`src/sv/bsis_pkg.sv`:
```
// Package with the item types, operation codes and defaults of the sorted identifier set.
`timescale 1ns / 1ps
package bsis_pkg;

  localparam int CAPACITY_DEF = 32;
  localparam int ID_WIDTH_DEF = 16;
  localparam int ID_IN_W      = 16;
  localparam int OP_W         = 2;
  localparam int COUNT_OUT_W  = 6;

  localparam logic [OP_W-1:0] OP_INSERT = 2'd0;
  localparam logic [OP_W-1:0] OP_REMOVE = 2'd1;
  localparam logic [OP_W-1:0] OP_QUERY  = 2'd2;

  typedef struct packed {
    logic [OP_W-1:0]    operation;
    logic [ID_IN_W-1:0] id;
  } in_item_t;

  typedef struct packed {
    logic                   found;
    logic                   changed;
    logic [COUNT_OUT_W-1:0] count;
  } out_item_t;

  typedef struct packed {
    logic ins_en;
    logic del_en;
  } cell_ctl_t;

endpackage

```
`src/sv/bsis_cell.sv`:
```
// One cell of the sorted chain: holds one identifier and shifts it up or down on command.
`timescale 1ns / 1ps
module bsis_cell
  import bsis_pkg::*;
#(
  parameter int ID_WIDTH = ID_WIDTH_DEF
) (
  input  logic                clk,
  input  cell_ctl_t           ctl,
  input  logic [ID_WIDTH-1:0] key,
  input  logic                occupied,
  input  logic                left_ge,
  input  logic [ID_WIDTH-1:0] left_id,
  input  logic [ID_WIDTH-1:0] right_id,
  output logic [ID_WIDTH-1:0] id_r,
  output logic                ge,
  output logic                eq
);

  logic [ID_WIDTH-1:0] id_nxt;

  // An empty cell counts as not less than the key, so it lies at or after the lower bound.
  assign ge = !(occupied && (id_r < key));
  assign eq = occupied && (id_r == key);

  always_comb begin
    id_nxt = id_r;
    if (ctl.ins_en && ge) begin
      id_nxt = left_ge ? left_id : key;
    end else if (ctl.del_en && ge) begin
      id_nxt = right_id;
    end
  end

  always_ff @(posedge clk) begin
    id_r <= id_nxt;
  end

endmodule

```
`src/sv/bounded_sorted_id_set_unit.sv`:
```
// Top level of the bounded sorted identifier set: a chain of compare-and-shift cells.
//
//   port group   direction  handshake                 payload
//   in_          input      start high and busy low   in_item  (operation, id)
//   out_         output     out_strobe, one cycle     out_item (found, changed, count)
//
// Every cell compares its identifier with the key in the cycle an item is taken, and the
// cells from the key's place on shift up or down then, so one item is taken every cycle.
// The result is registered and shows in the next cycle, for one cycle; busy stays low.
// Reset empties the set at once by clearing the count; the cells need no clearing.
// The receiver cannot stall, so no result is ever held back.
`timescale 1ns / 1ps
module bounded_sorted_id_set_unit
  import bsis_pkg::*;
#(
  parameter int CAPACITY = CAPACITY_DEF,
  parameter int ID_WIDTH = ID_WIDTH_DEF
) (
  input  logic      clk,
  input  logic      rst_n,
  input  logic      start,
  output logic      busy,
  input  in_item_t  in_item,
  output logic      out_strobe,
  output out_item_t out_item
);

  localparam int CNT_W = $clog2(CAPACITY + 1);

  logic [CNT_W-1:0]    count_r;
  logic [CNT_W-1:0]    count_nxt;
  logic                out_strobe_r;
  out_item_t           out_item_r;
  out_item_t           out_item_nxt;
  logic                accept;
  logic [ID_WIDTH-1:0] key;
  logic                found;
  logic                full;
  cell_ctl_t           ctl;
  logic [ID_WIDTH-1:0] cell_id [CAPACITY];
  logic [CAPACITY-1:0] cell_ge;
  logic [CAPACITY-1:0] cell_eq;

  assign busy   = 1'b0;
  assign accept = start && !busy;
  assign key    = ID_WIDTH'(in_item.id);
  assign found  = |cell_eq;
  assign full   = (count_r == CNT_W'(CAPACITY));

  assign ctl.ins_en = accept && (in_item.operation == OP_INSERT) && !full;
  assign ctl.del_en = accept && (in_item.operation == OP_REMOVE) && found;

  for (genvar i = 0; i < CAPACITY; i++) begin : g_cell
    bsis_cell #(
      .ID_WIDTH(ID_WIDTH)
    ) u_cell (
      .clk      (clk),
      .ctl      (ctl),
      .key      (key),
      .occupied (CNT_W'(i) < count_r),
      .left_ge  ((i == 0) ? 1'b0 : cell_ge[(i == 0) ? 0 : i - 1]),
      .left_id  (cell_id[(i == 0) ? 0 : i - 1]),
      .right_id (cell_id[(i == CAPACITY - 1) ? i : i + 1]),
      .id_r     (cell_id[i]),
      .ge       (cell_ge[i]),
      .eq       (cell_eq[i])
    );
  end

  always_comb begin
    count_nxt = count_r;
    if (ctl.ins_en) begin
      count_nxt = count_r + CNT_W'(1);
    end else if (ctl.del_en) begin
      count_nxt = count_r - CNT_W'(1);
    end
    out_item_nxt.found   = found;
    out_item_nxt.changed = ctl.ins_en || ctl.del_en;
    out_item_nxt.count   = COUNT_OUT_W'(count_nxt);
  end

  always_ff @(posedge clk) begin
    if (!rst_n) begin
      count_r      <= '0;
      out_strobe_r <= 1'b0;
    end else begin
      count_r      <= count_nxt;
      out_strobe_r <= accept;
    end
  end

  always_ff @(posedge clk) begin
    if (accept) begin
      out_item_r <= out_item_nxt;
    end
  end

  assign out_strobe = out_strobe_r;
  assign out_item   = out_item_r;

  a_count_bound : assert property (@(posedge clk) disable iff (!rst_n)
    count_r <= CNT_W'(CAPACITY))
    else $error("Entry count exceeds the capacity.");

  a_result_follows : assert property (@(posedge clk) disable iff (!rst_n)
    accept |=> out_strobe)
    else $error("An accepted item produced no result.");

  a_insert_grows : assert property (@(posedge clk) disable iff (!rst_n)
    ctl.ins_en |=> (count_r == $past(count_r) + CNT_W'(1)) && out_item.changed)
    else $error("An insert did not add one entry.");

  a_remove_shrinks : assert property (@(posedge clk) disable iff (!rst_n)
    ctl.del_en |=> (count_r == $past(count_r) - CNT_W'(1)) && out_item.found)
    else $error("A remove did not delete one entry.");

  a_full_no_insert : assert property (@(posedge clk) disable iff (!rst_n)
    (accept && full && (in_item.operation == OP_INSERT)) |=> !out_item.changed)
    else $error("An insert changed a full store.");

endmodule

```
`config.mk`:
```
export PLATFORM = sky130hd
export DESIGN_NAME = bounded_sorted_id_set_unit
export DESIGN_NICKNAME = d
export VERILOG_FILES = /design/src/sv/bsis_pkg.sv /design/src/sv/bsis_cell.sv /design/src/sv/bounded_sorted_id_set_unit.sv
export SDC_FILE = /design/constraint.sdc
export NUM_CORES = 2
export LEC_CHECK = 0
export BUFFER_PORTS_ARGS = -buffer_cell sky130_fd_sc_hd__buf_2
export CAP_MARGIN = 20
export CORE_MARGIN = 4
export CORE_UTILIZATION = 60
export CTS_BUF_LIST = sky130_fd_sc_hd__clkbuf_2
export CTS_CLUSTER_SIZE = 14
export DETAILED_ROUTE_END_ITERATION = 6
export PLACE_DENSITY = 0.82
export SLEW_MARGIN = 30
export SYNTH_ARGS = -nofsm -noshare
export SYNTH_HDL_FRONTEND = slang
export SYNTH_SLANG_ARGS = --single-unit
```
`constraint.sdc`:
```
create_clock -name clk -period 10.4 [get_ports clk]
set_clock_uncertainty 0.2 [all_clocks]
set_input_delay 1.04 -clock clk [delete_from_list [all_inputs] [get_ports clk]]
set_output_delay 1.04 -clock clk [all_outputs]
set_load 0.1 [all_outputs]
```
==> metrics.md <==
| Metric | Value |
|---|---|
| Run status | finished clean |
| Final setup violation count | 0 |
| Clock transition at path regs | 130 ps |
| Combinational fraction of design power | 0.163 |
| Longest individual stage delay on the worst path | 980 ps |
| Sort of element at the end of the critical path | register |
| Pin count of the biggest net entering global routing | 72 |
| Number of clock sinks | 527 |
| Worst VDD drop | 95.42 uV |
| Peak Freq | 179.1 MHz |
| Clk Latency, worst-skew pair | 1400 ps |
| WHS Endpoint | g_cell[16].u_cell.id_r[0]$_DFFE_PP_ |
| Series of cell instances along the critical path | buf_2 -> clkinv_2 -> ha_1 -> nand2_1 -> nor4_1 -> a22oi_1 -> nand4_1 -> nor4_4 -> a21oi_4 -> nor2_4 -> buf_4 -> nor2_2 |
| Synth Area per Inst | 10.12 sq um |
| Total standard cell area after synthesis | 0.03872 sq mm |
| TritonCTS clock tree | built |
| Root buffer cell | clkbuf_2 |
| First-pass GRT wire length | 193,300 um |
| Final TNS setup | 0 ps |
| Worst Path Max Fanout | 36 |
| Fraction of the yosys area taken by sequential cells | 0.4069 |
| Hold Path Stages | 3 |
| Global route total overflow | 0 |
| Initial cell density of the core | 0.6105 |
| Number of cells on the worst reg-to-reg path | 11 |
| Final hold violations | 0 |
| Share of post-route cells with drive strength above 1 | 0.1234 |
| Final routed DRC violation total | 0 |
| Setup CP Type | in2reg |
| Relative area change from synthesis to final layout | 6.915% |
| Maximum number of buffers from clock root to sink | 3 |
| Class of the tightest hold or removal check | in2reg |
| Total I/O pin count | 31 |
| Unrepaired setup endpoints after global routing | false |
| Portion of total power attributed to the clock network | 0.329 |
| Initial antenna violation count | 4 |
| Endpoint required time on the critical path | 11,120 ps |
| Post-DP HPWL | 90,330 um |
| Design area | 0.04140 sq mm |
| Post-Synthesis Cells | 3,828 |
| Number of buffers inserted for hold repair after clock tree synthesis | 3 |
| Placeable Area | 0.06343 sq mm |
| Part of the total power dissipated in sequential elements | 0.508 |
| GPL Wtd Cong | 1.036 |
| Reported net switching power | 0.001556 W |
| Type of origin of the critical path | primary input |
| Proportion of synthesized flip-flops having asynchronous set or reset | 0 |
| Post-detailed-route count of antenna-violating nets | 0 |
| Worst Path Buf+Inv | 3 |
| Clock buffer count from CTS | 146 |
| Layout Nets | 4,429 |
| H-tree levels | 4 |
| Layout filler cell count | 4,933 |
| Total number of placement rows | 92 |
| Post-synthesis cell type with the largest combined area | edfxtp_1 |
| Minimum period implied by the final worst setup slack | 5583 ps |
| Number of buffer cells added on primary ports | 29 |
| Yosys synthesis warning count | 0 |
| Slowest stage cell on the critical path | clkinv_2 |
| Total area of multi-input combinational cells | 0.02206 sq mm |
| Max Slew Vio Count | 0 |
| Via count of the first global-routing pass | 32,464 |
| Unique cell type count in the Yosys netlist | 80 |
| Most used flip-flop cell after synthesis | edfxtp_1 |
| Leading cell types by count after synthesis | edfxtp_1 (520), ha_1 (516), a21oi_1 (491) |
| Buffers inserted by post-CTS timing repair | 0 |
| Tightest slew margin relative to the limit | 0.2905 |
| Post-synth EDFFs | 520 |
| Area of the die | 0.06866 sq mm |
| Aggregate global-route resource usage | 0.3720 |
| FF+latch area | 0.01576 sq mm |
| Detailed-router iteration count before antenna repair | 6 |
| Reg-to-reg slack, setup | 5260 ps |
| Sw Share | 0.3166 |
| Beginning of the worst hold path | in_item[0] |
| Reg-to-reg startpoint | count_r[1]$_SDFF_PN0_ |
| Dominant cell by count in the synthesized netlist | edfxtp_1 |
| Cell types with the largest area share after synthesis | edfxtp_1 (40%), ha_1 (17%), mux2i_1 (10%) |
| Part of the cycle the worst path needs | 0.5368 |
| Delay-heaviest family, CP | simple AND/OR/NAND/NOR gates |
| Via density per instance | 6.883 |
| Power per Cell Area | 118.7 mW/mm^2 |
| Data arrival time at the worst-slack endpoint | 6300 ps |
| DIE WIDTH | 262.0 um |
| DR WL/cell | 26.77 um |
| Nets in the synthesized netlist | 4,365 |
| Area share of the largest cell type after synthesis | 0.4033 |
| Reg-to-reg endpoint | g_cell[2].u_cell.id_r[14]$_DFFE_PP_ |
| #FFs+latches synth | 527 |
| Pin slew with the least headroom to its limit | 1064 ps |
| Resized Gates After CTS | 0 |
| Number of DRC violations after detailed-routing iteration 0 | 4,726 |
| Total vias in the final route | 33,286 |
| Placement-stage cell area | 0.04000 sq mm |
| Internal Power | 0.003358 W |
| Leakage power total | 17.03 nW |
| Total wire length after detailed routing | 129,500 um |
| Maxcap violations | 0 |
| Die boundary height | 262.0 um |
-- layout by cell type (no fill, tap or decap), types with 7 or more instances in the layout --
cell        n
edfxtp_1  520
ha_1      516
a21oi_1   483
nor2_1    406
mux2i_1   393
o21ai_0   259
nand2_1   254
clkbuf_2  198
nand4_1   112
buf_4     106
o21a_1     71
a21o_1     68
nor2b_1    63
mux2_2     62
inv_1      44
nor3_1     34
a31oi_1    34
buf_2      28
clkinv_1   27
inv_2      16
nand3_1    15
a211oi_1   14
o211ai_1   13
nand2b_1   13
a211o_1    11
and2_1     11
and4_1     11
clkinv_2    8
nor4_2      8
or3_1       8
nor2_2      8
a22oi_1     8
o311ai_0    7
a21oi_2     7
dfxtp_1     7
-- registers in the layout, indices dropped and copies added (netlist names) --
register / count
out_strobe: 1
g_cell.u_cell.id_r: 512
out_item: 8
count_r: 6
-- worst reg2reg max path: stages, from the launching register on --
cell,delay [ps]
dfxtp_1,730
inv_1,210
ha_1,370
nand2b_1,320
a21oi_1,690
a32oi_1,420
nand4b_1,270
nor4_4,80
a21oi_4,270
nor2_4,50
buf_4,340
nor2_2,770
-- cells by family (layout without fill, tap and decap cells) --
group / Yosys count / count (layout) / share of synthesized area
AO/OA/AOI/OAI: 1048 / 1048 / 0.1565
XOR/XNOR: 5 / 5 / 0.001131
adder cells (fa/ha/maj): 516 / 516 / 0.1667
buffers and inverters: 280 / 438 / 0.02966
flip-flops: 527 / 527 / 0.4069
multiplexers: 455 / 455 / 0.1196
other: 1 / 5 / 0.00009685
AND/OR/NAND/NOR: 996 / 996 / 0.1193
-- power by group through the flow --
stage               logic [W]  registers (W)  clock network, W
floorplan            0.000525        0.00251                 0
global placement     0.000734        0.00254                 0
detailed placement   0.000767        0.00254                 0
CTS                  0.000773        0.00249           0.00161
global route         0.000870        0.00250           0.00173
finish               0.000801        0.00250           0.00161
-- per-layer routing --
| layer | vias up | part of all wire | GRT usage |
|---|---|---|---|
| met2 | 2495 | 0.41 | 0.5342 |
| met4 | 0 | 0.075 | 0.2275 |
| li1 | 14695 | - | - |
| met3 | 675 | 0.15 | 0.1362 |
| met1 | 15421 | 0.37 | 0.4800 |
| met5 | - | 0 | 0 |
-- layout make-up --
cell class	instances	area share
antenna	4	0.0002418
clock buffer	198	0.02394
clock inverter	44	0.008191
inverter	59	0.005380
multi-input combinational	3021	0.5328
sequential	527	0.3806
tap	846	0.02557
timing repair buffer	137	0.02333
-- worst max-delay path by stage --
| stage | start | to | slack (ps) | depth (start not counted) |
|---|---|---|---|---|
| 6_report | in_item[1] | g_cell[2].u_cell.id_r[14]$_DFFE_PP_ | 4820 | 12 |
| 5_1_grt | in_item[1] | g_cell[2].u_cell.id_r[14]$_DFFE_PP_ | 4910 | 12 |
| 4_1_cts | in_item[15] | g_cell[2].u_cell.id_r[14]$_DFFE_PP_ | 5330 | 15 |
| 3_5_place_dp | in_item[10] | g_cell[2].u_cell.id_r[11]$_DFFE_PP_ | 4330 | 14 |
| 3_3_place_gp | in_item[10] | g_cell[2].u_cell.id_r[8]$_DFFE_PP_ | 4400 | 14 |
| 2_1_floorplan | in_item[10] | g_cell[7].u_cell.id_r[0]$_DFFE_PP_ | 5270 | 12 |
-- through the flow --
step | util | power, W | instances | hold WS, ps | worst slack, ps
final | 0.6527 | 0.004914 | 4836 | 154.9 | 4817
after global routing | 0.6526 | 0.005098 | 4834 | 49.87 | 4912
after CTS | 0.6522 | 0.004874 | 4832 | 16.72 | 5334
after detailed placement | 0.6307 | 0.003308 | 4587 | 358.1 | 4329
after global placement | 0.6297 | 0.003274 | 4587 | 368.6 | 4400
after floorplan | - | 0.003036 | 3828 | 321.9 | 5267
(Power assumes the default switching activity.)
